===== src/design/hrat_pkg.sv =====
// shared types, constants and lookup functions for the hall rotor angle tracker
`timescale 1ns / 1ps

package hrat_pkg;

  localparam int unsigned ANGLE_W  = 16;
  localparam int unsigned PERIOD_W = 15;
  localparam int unsigned HALL_W   = 3;

  localparam logic [ANGLE_W-1:0]  SECTOR_ANGLE_RST = 16'd10923;
  localparam logic [PERIOD_W-1:0] PERIOD_RST       = 15'd1600;
  localparam logic [ANGLE_W-1:0]  PERIOD_MIN_EXCL  = 16'd50;
  localparam logic [ANGLE_W-1:0]  PERIOD_MAX_EXCL  = 16'd32000;

  localparam logic REQ_TICK = 1'b0;
  localparam logic REQ_HALL = 1'b1;

  typedef struct packed {
    logic              req_type;
    logic [HALL_W-1:0] hall;
  } in_word_t;

  typedef struct packed {
    logic [ANGLE_W-1:0]  cur_angle;
    logic [ANGLE_W-1:0]  angle_step;
    logic [PERIOD_W-1:0] period_average;
    logic                hall_invalid;
  } out_word_t;

  // controller to datapath
  typedef struct packed {
    logic load_req;
    logic tick_mul;
    logic tick_add;
    logic hall_upd;
    logic div_step;
    logic out_load;
  } hrat_cmd_t;

  // datapath to controller
  typedef struct packed {
    logic new_is_hall;
    logic new_hall_ok;
    logic div_last;
    logic out_free;
  } hrat_stat_t;

  function automatic logic hall_code_ok(input logic [HALL_W-1:0] code);
    hall_code_ok = (code != 3'd0) && (code != 3'd7);
  endfunction

  function automatic logic [ANGLE_W-1:0] hall_sector_angle(input logic [HALL_W-1:0] code);
    case (code)
      3'd4:    hall_sector_angle = 16'd0;
      3'd5:    hall_sector_angle = 16'd10923;
      3'd1:    hall_sector_angle = 16'd21845;
      3'd3:    hall_sector_angle = 16'd32768;
      3'd2:    hall_sector_angle = 16'd43691;
      3'd6:    hall_sector_angle = 16'd54613;
      default: hall_sector_angle = 16'd0;
    endcase
  endfunction

endpackage


===== src/design/hrat_dp.sv =====
// datapath: angle state, tick multiply, period filter, serial step divider, output register
`timescale 1ns / 1ps

module hrat_dp
  import hrat_pkg::*;
(
  input  logic                clk,
  input  logic                rst_n,
  input  in_word_t            in_data,
  input  logic                cfg_valid,
  input  logic [ANGLE_W-1:0]  cfg_data,
  input  hrat_cmd_t           cmd,
  output hrat_stat_t          stat,
  output logic                out_valid,
  input  logic                out_stall,
  output out_word_t           out_data
);

  logic [ANGLE_W-1:0]  sector_angle_r;
  logic [ANGLE_W-1:0]  angle_r;
  logic [ANGLE_W-1:0]  step_r;
  logic [ANGLE_W-1:0]  base_r;
  logic [ANGLE_W-1:0]  ticks_r;
  logic [PERIOD_W-1:0] period_r;
  logic                out_valid_r;
  logic [3:0]          div_cnt_r;

  in_word_t            req_r;
  logic [ANGLE_W-1:0]  prod_r;
  logic [PERIOD_W-1:0] rem_r;
  logic [ANGLE_W-1:0]  quo_r;
  out_word_t           out_data_r;

  logic [ANGLE_W-1:0]   ticks_inc;
  logic [2*ANGLE_W-1:0] prod_full;
  logic                 period_upd;
  logic [17:0]          period_sum;
  logic [PERIOD_W-1:0]  period_nxt;
  logic [ANGLE_W-1:0]   trial;
  logic                 trial_ge;
  logic [ANGLE_W-1:0]   trial_diff;
  logic [ANGLE_W-1:0]   sector_base;

  assign ticks_inc  = ticks_r + 16'd1;
  assign prod_full  = ticks_inc * step_r;

  // filter only when the measured interval looks plausible
  assign period_upd = (ticks_r > PERIOD_MIN_EXCL) && (ticks_r < PERIOD_MAX_EXCL);
  assign period_sum = {1'b0, period_r, 2'b00} - {3'b000, period_r} + {2'b00, ticks_r};
  assign period_nxt = period_upd ? period_sum[16:2] : period_r;

  assign sector_base = hall_sector_angle(req_r.hall);

  // restoring division, one quotient bit a cycle; a zero divisor gives all ones
  assign trial      = {rem_r, quo_r[ANGLE_W-1]};
  assign trial_ge   = trial >= {1'b0, period_r};
  assign trial_diff = trial - {1'b0, period_r};

  always_ff @(posedge clk) begin
    if (!rst_n) begin
      sector_angle_r <= SECTOR_ANGLE_RST;
      angle_r        <= '0;
      step_r         <= '0;
      base_r         <= '0;
      ticks_r        <= '0;
      period_r       <= PERIOD_RST;
      out_valid_r    <= 1'b0;
      div_cnt_r      <= '0;
    end else begin
      if (cfg_valid) begin
        sector_angle_r <= cfg_data;
      end
      if (cmd.tick_mul) begin
        ticks_r <= ticks_inc;
      end
      if (cmd.tick_add) begin
        angle_r <= base_r + prod_r;
      end
      if (cmd.hall_upd) begin
        period_r  <= period_nxt;
        ticks_r   <= '0;
        base_r    <= sector_base;
        angle_r   <= sector_base;
        div_cnt_r <= '0;
      end
      if (cmd.div_step) begin
        div_cnt_r <= div_cnt_r + 4'd1;
        if (stat.div_last) begin
          step_r <= {quo_r[ANGLE_W-2:0], trial_ge};
        end
      end
      if (cmd.out_load) begin
        out_valid_r <= 1'b1;
      end else if (!out_stall) begin
        out_valid_r <= 1'b0;
      end
    end
  end

  always_ff @(posedge clk) begin
    if (cmd.load_req) begin
      req_r <= in_data;
    end
    if (cmd.tick_mul) begin
      prod_r <= prod_full[ANGLE_W-1:0];
    end
    if (cmd.hall_upd) begin
      rem_r <= '0;
      quo_r <= sector_angle_r;
    end
    if (cmd.div_step) begin
      rem_r <= trial_ge ? trial_diff[PERIOD_W-1:0] : trial[PERIOD_W-1:0];
      quo_r <= {quo_r[ANGLE_W-2:0], trial_ge};
    end
    if (cmd.out_load) begin
      out_data_r.cur_angle      <= angle_r;
      out_data_r.angle_step     <= step_r;
      out_data_r.period_average <= period_r;
      out_data_r.hall_invalid   <= (req_r.req_type == REQ_HALL) && !hall_code_ok(req_r.hall);
    end
  end

  assign stat.new_is_hall = (in_data.req_type == REQ_HALL);
  assign stat.new_hall_ok = hall_code_ok(in_data.hall);
  assign stat.div_last    = (div_cnt_r == 4'd15);
  assign stat.out_free    = !out_valid_r || !out_stall;

  assign out_valid = out_valid_r;
  assign out_data  = out_data_r;

endmodule


===== src/design/hrat_ctrl.sv =====
// controller: sequences tick, hall update, division steps and output load
`timescale 1ns / 1ps

module hrat_ctrl
  import hrat_pkg::*;
(
  input  logic       clk,
  input  logic       rst_n,
  input  logic       in_valid,
  output logic       in_stall,
  input  hrat_stat_t stat,
  output hrat_cmd_t  cmd
);

  localparam logic [2:0] S_IDLE = 3'd0;
  localparam logic [2:0] S_MUL  = 3'd1;
  localparam logic [2:0] S_ADD  = 3'd2;
  localparam logic [2:0] S_PER  = 3'd3;
  localparam logic [2:0] S_DIV  = 3'd4;
  localparam logic [2:0] S_OUT  = 3'd5;

  logic [2:0] state_r;
  logic [2:0] state_nxt;
  logic       accept;

  assign in_stall = (state_r != S_IDLE);
  assign accept   = in_valid && (state_r == S_IDLE);

  always_comb begin
    state_nxt    = state_r;
    cmd          = '0;
    cmd.load_req = accept;
    case (state_r)
      S_IDLE: begin
        if (accept) begin
          if (!stat.new_is_hall) begin
            state_nxt = S_MUL;
          end else if (stat.new_hall_ok) begin
            state_nxt = S_PER;
          end else begin
            state_nxt = S_OUT;
          end
        end
      end
      S_MUL: begin
        cmd.tick_mul = 1'b1;
        state_nxt    = S_ADD;
      end
      S_ADD: begin
        cmd.tick_add = 1'b1;
        state_nxt    = S_OUT;
      end
      S_PER: begin
        cmd.hall_upd = 1'b1;
        state_nxt    = S_DIV;
      end
      S_DIV: begin
        cmd.div_step = 1'b1;
        if (stat.div_last) begin
          state_nxt = S_OUT;
        end
      end
      S_OUT: begin
        if (stat.out_free) begin
          cmd.out_load = 1'b1;
          state_nxt    = S_IDLE;
        end
      end
      default: begin
        state_nxt = S_IDLE;
      end
    endcase
  end

  always_ff @(posedge clk) begin
    if (!rst_n) begin
      state_r <= S_IDLE;
    end else begin
      state_r <= state_nxt;
    end
  end

endmodule


===== src/design/hall_rotor_angle_tracker.sv =====
// top level of the hall sensor rotor angle tracker
//
//   channel   direction   handshake          word
//   in_       input       in_valid/in_stall  in_word_t  {req_type, hall}
//   out_      output      out_valid/out_stall out_word_t {cur_angle, angle_step,
//                                                          period_average, hall_invalid}
//   cfg_      input       cfg_valid/cfg_ready sector_angle, 16 bits
//
// one word at a time: a tick passes accept, multiply, add and output load, an invalid
// hall code goes from accept to output load, and a valid hall change passes accept,
// period update, 16 serial restoring divider steps forming the step per tick, output load
// the output register decouples the sides: a new word is taken while a result waits,
// and the sequence holds in its last state until the output register is free
// synchronous active-low reset restores sector angle 10923, period 1600, angle state and out_valid zero
`timescale 1ns / 1ps

module hall_rotor_angle_tracker
  import hrat_pkg::*;
(
  input  logic               clk,
  input  logic               rst_n,
  input  logic               in_valid,
  output logic               in_stall,
  input  in_word_t           in_data,
  output logic               out_valid,
  input  logic               out_stall,
  output out_word_t          out_data,
  input  logic               cfg_valid,
  output logic               cfg_ready,
  input  logic [ANGLE_W-1:0] cfg_data
);

  hrat_cmd_t  cmd;
  hrat_stat_t stat;

  // register writes are to land only while idle; the block does not enforce it, the port is always open
  assign cfg_ready = 1'b1;

  // sequencer for ticks, hall updates and the divider
  hrat_ctrl u_ctrl (
    .clk      (clk),
    .rst_n    (rst_n),
    .in_valid (in_valid),
    .in_stall (in_stall),
    .stat     (stat),
    .cmd      (cmd)
  );

  // angle state, period filter, divider and output register
  hrat_dp u_dp (
    .clk       (clk),
    .rst_n     (rst_n),
    .in_data   (in_data),
    .cfg_valid (cfg_valid),
    .cfg_data  (cfg_data),
    .cmd       (cmd),
    .stat      (stat),
    .out_valid (out_valid),
    .out_stall (out_stall),
    .out_data  (out_data)
  );

endmodule

===== config.mk =====
export PLATFORM = sky130hd
export DESIGN_NAME = hall_rotor_angle_tracker
export DESIGN_NICKNAME = d
export VERILOG_FILES = /design/src/design/hrat_pkg.sv /design/src/design/hrat_dp.sv /design/src/design/hrat_ctrl.sv /design/src/design/hall_rotor_angle_tracker.sv
export SDC_FILE = /design/constraint.sdc
export NUM_CORES = 1
export LEC_CHECK = 0
export ABC_AREA = 1
export BUFFER_PORTS_ARGS = -buffer_cell sky130_fd_sc_hd__buf_2
export CORE_ASPECT_RATIO = 0.9
export CORE_MARGIN = 8
export CORE_UTILIZATION = 31
export CTS_CLUSTER_DIAMETER = 30
export CTS_CLUSTER_SIZE = 25
export DETAILED_ROUTE_END_ITERATION = 8
export GPL_ROUTABILITY_DRIVEN = 0
export PLACE_DENSITY = 0.49
export SLEW_MARGIN = 10
export SYNTH_ARGS = -nofsm -noshare
export SYNTH_HDL_FRONTEND = slang
export SYNTH_HIERARCHICAL = 1
export SYNTH_SLANG_ARGS = --single-unit

===== constraint.sdc =====
create_clock -name clk -period 6.56 [get_ports clk]
set_input_delay 0 -clock clk [delete_from_list [all_inputs] [get_ports clk]]
set_output_delay 0 -clock clk [all_outputs]
set_load 0.05 [all_outputs]

### After elaboration in Yosys (flattened, before gate mapping)

Index checks and enable logic that the tools add are counted.

| cells by class | value |
|---|---|
| add/sub/neg operators | 6 |
| $mul | 1 |
| $lt $le $gt $ge | 3 |
| equal/unequal tests | 17 |
| muxes and demuxes | 24 |
| bitwise operators | 1 |
| reductions and logical operators | 19 |

Operators with widths:

| kind | count |
|---|---|
| 16-bit one-hot mux with 5 select lines | 1 |
| 16-bit 2-to-1 mux | 4 |
| 15-bit 2-to-1 mux | 3 |
| 3-bit one-hot mux with 6 select lines | 1 |
| 17-bit by 16-bit adder with 17-bit output | 1 |
| 17-bit by 15-bit subtractor with 17-bit output | 1 |
| 16-bit by 1-bit adder with 16-bit output, second input constant | 1 |
| 16-bit adder | 1 |
| 16-bit by 15-bit >= comparator with 1-bit output | 1 |
| 16-bit by 6-bit > comparator with 1-bit output, second input constant | 1 |
| 16-bit by 15-bit < comparator with 1-bit output, second input constant | 1 |
| 16-bit by 16-bit multiplier with 16-bit output | 1 |
| 3-bit 2-to-1 mux | 5 |
| 15-bit subtractor | 1 |
| 3-bit by 2-bit equality test with 1-bit output, second input constant | 4 |
| 3-bit equality test, second input constant | 4 |
| 3-bit nonzero test | 3 |
| 1-bit 2-to-1 mux | 8 |
| 4-bit 2-to-1 mux | 2 |
| 3-bit by 1-bit equality test with 1-bit output, second input constant | 2 |
| 3-bit inequality test, second input constant | 2 |
| 1-bit logical AND | 5 |
| 4-bit by 1-bit adder with 4-bit output, second input constant | 1 |
| 4-bit equality test, second input constant | 1 |
| 10 further kinds | 16 |

| storage, ports and cells | value |
|---|---|
| register bits | 202 |
| input port bits | 25 |
| output and inout bits | 51 |
| word-level logic and storage cells | 89 |

### Depth between registers and ports, before layout

| depth | value |
|---|---|
| word-level depth | 6 |
| mapped depth | 32 |
| mapped depth without buffers | 32 |

### By module

The synthesis kept the hierarchy.

Modules (own cells, without submodules):

| module | times used | cells each | area each (µm²) | sequential area each (µm²) |
|---|---|---|---|---|
| hrat_dp | 1 | 1,627 | 13,486.7 | 4,734.5 |
| hrat_ctrl | 1 | 45 | 291.5 | 60.1 |
| hall_rotor_angle_tracker | 1 | 2 | 11.3 | 0.0 |

### Least setup slack after synthesis

OpenSTA, ideal clock, no wires.

| timing path | value |
|---|---|
| path type | flip-flop to flip-flop |
| start | reg u_dp.ticks_r[1] |
| end | reg u_dp.prod_r[15] (data pin) |
| library setup time | 0.253 ns |
| arrival | 5.450 ns |
| data required time | 6.307 ns |
| setup slack | 0.857 ns |
| stages on the path, launching flop included | 29 |
| path buffers | 0 |
| clock period less this slack | 5.703 ns |
| cells stage by stage | dfxtp_1 > ha_1 > nand2_1 > nor2_4 > nand2_1 > nand2_1 > nand2_1 > inv_1 > nand2_1 > fa_1 > fa_1 > inv_1 > fa_1 > ha_1 > fa_1 > inv_1 > fa_1 > inv_1 > ha_1 > a21oi_1 > o21ai_0 > nor2_1 > o21ai_0 > nand2_1 > nand2_1 > a21oi_1 > inv_1 > nand3_1 > nand2_1 |

| between the ends | value |
|---|---|
| longest elaborated chain between the ends | 2 |

RTL lines:

| element | line | RTL |
|---|---|---|
| start, declared | hrat_dp.sv:23 | `logic [ANGLE_W-1:0] ticks_r;` |
| start signal, assigned | hrat_dp.sv:74 | `ticks_r <= ticks_inc;` |
| 16-bit by 1-bit adder with 16-bit output | hrat_dp.sv:44 | `assign ticks_inc = ticks_r + 16'd1;` |
| 16-bit by 16-bit multiplier with 16-bit output | hrat_dp.sv:45 | `assign prod_full = ticks_inc * step_r;` |
| net u_dp.prod_full[15] | hrat_dp.sv:35 | `logic [2*ANGLE_W-1:0] prod_full;` |
| end signal, assigned | hrat_dp.sv:105 | `prod_r <= prod_full[ANGLE_W-1:0];` |
| end, declared | hrat_dp.sv:29 | `logic [ANGLE_W-1:0] prod_r;` |

The timed path passes the listed nets, and every way through them passes these cells.
A chain may end at the register's enable or synchronous reset.

### Worst setup path in the final report

Same ends and word-level chain as after synthesis.

==> summary.md <==
| Metric | Value |
|---|---|
| Critical Path RT | `between 6 and 7 ns` |
| Worst vdd ir | `0.0001716 V` |
| Clock skew | `roughly 0.019 ns` |
| Max Transition Viols Final | `0` |
| First-pass GRT wire length | `around 60000 um` |
| Hold crit path type | `primary input to flip-flop` |
| Die area | `about 0.051 mm2` |
| DR WL/cell | `approximately 16 um` |
| RSZ-0062 raised after global routing | `no` |
| Grt total ovfl | `0` |
| Chip height | `around 220 um` |
| Max clock buf depth | `2` |
| Actual slew at the worst max-slew pin | `1.044 ns` |
| Fin cells | `approximately 2400` |
| Synthesized area | `0.01379 mm2` |
| Routed WL | `~37000 um` |
| Leakage | `just over 7 nW` |
| Pwr Density | `between 300 and 400 mW/mm2` |
| Core area | `roughly 0.044 mm2` |
| Outcome | `completed` |
| Crit Path Class | `flip-flop to flip-flop` |
| Clock slew at reported path FFs | `0.07 ns` |
| Starting DRC count in detailed routing | `960` |
| Area taken by multi-input logic gates | `about 0.0077 mm2` |
| Initial Utilization | `a little under a third` |
| Port Buffers | `between 70 and 80` |
| DRC Markers | `0` |
| Fmax | `~160 MHz` |
| Power consumption | `around 5 mW` |
| Largest net degree at the start of global routing | `62` |
| Synth Register Bits | `190` |
| Nature of the critical path startpoint | `flip-flop` |
| Worst relative slew slack | `about 30%` |
| Post-DP HPWL | `~30000 um` |
| Final Util | `35.88%` |
| Cell total after placement | `2316` |
| Final setup violation count | `0` |
| Worst-path fanout max | `7` |
| Buf+Inv Stages, Crit Path | `5` |
| FF-to-FF setup slack | `around 0.48 ns` |
| Synth Flop Type | `edfxtp_1` |
| Asr flop ratio synth | `0%` |
| Final net count | `between 1500 and 2000` |
| Final Hold Fails | `0` |
| GRT Overall Usage | `14.74%` |
| Hold path cells | `3` |
| Detail Route Antenna Nets | `0` |
| Vias/cell | `~4.7` |
| Avg Synthesized Cell Area | `about 8 um2` |
| CP arrival | `between 6 and 7 ns` |
| Root buffer cell | `clkbuf_16` |
| Fill count | `around 4600` |
| Reg2Reg Depth | `27` |
| Critical-path top delay cell | `fa_1` |
| Initial antenna violation count | `1` |
| Routed via count | `11173` |
| Clk Latency, worst-skew pair | `approximately 0.46 ns` |
| Layout cells sized above 1 | `~8.6%` |
| CTS tree | `done` |
| Worst path depth | `27` |
| CTS Buf Count | `17` |
| CP top delay family | `adder cells` |
| Vias in the first global route | `about 11000` |
| Mapped Cells | `between 1500 and 2000` |
| Syn Nets | `between 1500 and 2000` |
| Worst Setup End Kind | `flip-flop` |
| Clock Sinks | `190` |
| Sequential area share after synthesis | `34.77%` |
| Die W | `roughly 240 um` |
| H-Tree Depth | `4` |
| Post-synth cell types | `between 40 and 50` |
| Register Area | `~0.0048 mm2` |
| Synth warn | `6` |
| Max-cap violations | `0` |
| Antenna cell count | `0` |
| Min Tclk post-route | `slightly above 6 ns` |
| Setup_tns | `0 ns` |
| Row count | `73` |
| 1st-pass router iterations | `6` |
| CP peak stage delay | `0.54 ns` |
| Part of the cycle the worst path needs | `92.65%` |
| Post-synth EDFFs | `99` |
| P&R area growth vs syn | `14.54%` |
| Io pins | `76` |
## layout make-up
| cell class | count | area share (%) |
|---|---|---|
| inverter | 301 | 7.153 |
| clock buffer | 18 | 2.717 |
| clock inverter | 14 | 0.9427 |
| timing repair buffer | 126 | 5.402 |
| sequential | 190 | 30.38 |
| multi-input combinational | 1137 | 48.65 |
| tap | 600 | 4.753 |
## cell usage after synthesis, types with 2 or more instances
library cell / n / area [um2]
a211oi_1: 5 / 37.54
a21boi_0: 2 / 15.01
a21o_1: 4 / 30.03
a21oi_1: 145 / 725.7
a31oi_1: 5 / 31.28
and2_1: 2 / 12.51
buf_1: 2 / 7.510
buf_4: 6 / 45.04
clkbuf_1: 36 / 135.1
clkinv_1: 3 / 11.26
dfxtp_1: 91 / 1822
edfxtp_1: 99 / 2973
fa_1: 96 / 1922
ha_1: 103 / 1289
inv_1: 294 / 1104
inv_2: 4 / 15.01
nand2_1: 315 / 1182
nand2_2: 5 / 31.28
nand3_1: 89 / 445.4
nand3_2: 4 / 40.04
nand3b_1: 5 / 37.54
nand4_1: 16 / 100.1
nor2_1: 133 / 499.2
nor2_2: 7 / 43.79
nor2_4: 2 / 22.52
nor3_1: 14 / 70.07
o2111ai_1: 2 / 17.52
o211ai_1: 5 / 37.54
o21ai_0: 118 / 590.6
o21ai_1: 5 / 25.02
o21bai_1: 2 / 15.01
o221ai_1: 2 / 17.52
o31ai_1: 4 / 30.03
or2_2: 3 / 18.77
xnor2_1: 13 / 113.9
xor2_1: 25 / 219.0
## report_power, final
part	total [mW]	internal (mW)	leakage [nW]	switching, mW
sequential	1.80	1.60	1.66	0.198
combinational	2.31	0.731	5.27	1.58
clock	1.04	0.538	0.287	0.503
total	5.15	2.87	7.22	2.28
## final timing paths
path	from	end
worst max-delay path	u_dp/ticks_r[1]$_SDFFE_PP0P_	u_dp/prod_r[15]$_DFFE_PP_
worst min-delay path	cfg_valid	u_dp/sector_angle_r[6]$_SDFFE_PN0P_
worst max register to register	u_dp/ticks_r[1]$_SDFFE_PP0P_	u_dp/prod_r[15]$_DFFE_PP_
worst min register to register	u_dp/angle_r[13]$_SDFFE_PN0P_	u_dp/out_data[45]$_DFFE_PP_
## tightest hold or removal path: cells and delay by family
kind,cells,cell delay (ns)
buffers and inverters,1,0.20
AO/OA/AOI/OAI,1,0.20
AND/OR/NAND/NOR,1,0.05
## flip-flops by register name, summed over array words and instances (netlist names), 15 cells and up
name and cells:
u_dp/prod_r 16, u_dp/step_r 16, u_dp/angle_r 16, u_dp/ticks_r 16, u_dp/quo_r 16, u_dp/period_r 15
u_dp/rem_r 15, u_dp/sector_angle_r 16, u_dp/out_data 48
## through the flow
step	hold slack [ns]	worst slack [ns]	area [um2]
3_5_place_dp	0.2087	0.3204	14820
2_1_floorplan	0.09887	0.8573	13790
3_3_place_gp	0.2081	0.3949	14820
5_1_grt	0.06090	0.04714	15800
6_report	0.03424	0.4820	15800
4_1_cts	0.001626	0.2894	15770
## layer usage
| layer | global-route usage (%) | share of wire (%) |
|---|---|---|
| met4 | 3.826 | 1.6 |
| met2 | 22.19 | 43 |
| met1 | 21.40 | 51 |
| met5 | 0 | 0 |
| met3 | 2.816 | 5.1 |
## cell families after synthesis
kind of cell | Yosys count | synth area share, %
fa+ha+maj | 199 | 23.28
compound gates | 303 | 11.63
buf+inv | 347 | 9.672
flops | 190 | 34.77
xor+xnor | 38 | 2.414
other cells | 1 | 0.02719
simple gates | 596 | 18.20
## cells in the final DEF, fill, tap and decap left out, types with 6 or more instances in the layout
cell,Yosys,final
o21ai_0,118,118
nand3_1,89,89
inv_1,294,293
nand2_1,315,315
edfxtp_1,99,99
nor3_1,14,13
ha_1,103,102
nor2_2,7,6
buf_4,6,15
xor2_1,25,25
dlygate4sd3_1,0,37
xnor2_1,13,13
nor2_1,133,132
nand4_1,16,16
fa_1,96,96
clkbuf_16,0,17
a21oi_1,145,144
buf_2,1,74
dfxtp_1,91,88
## timing repair
item / in CTS / in global routing
hold buffers: 37 / 0
resized for setup: 0 / 7
setup buffers: 0 / 1
endpoints found under the hold margin: 27 / 0
setup endpoints to repair: 0 / 2
(Power assumes the default switching activity.)
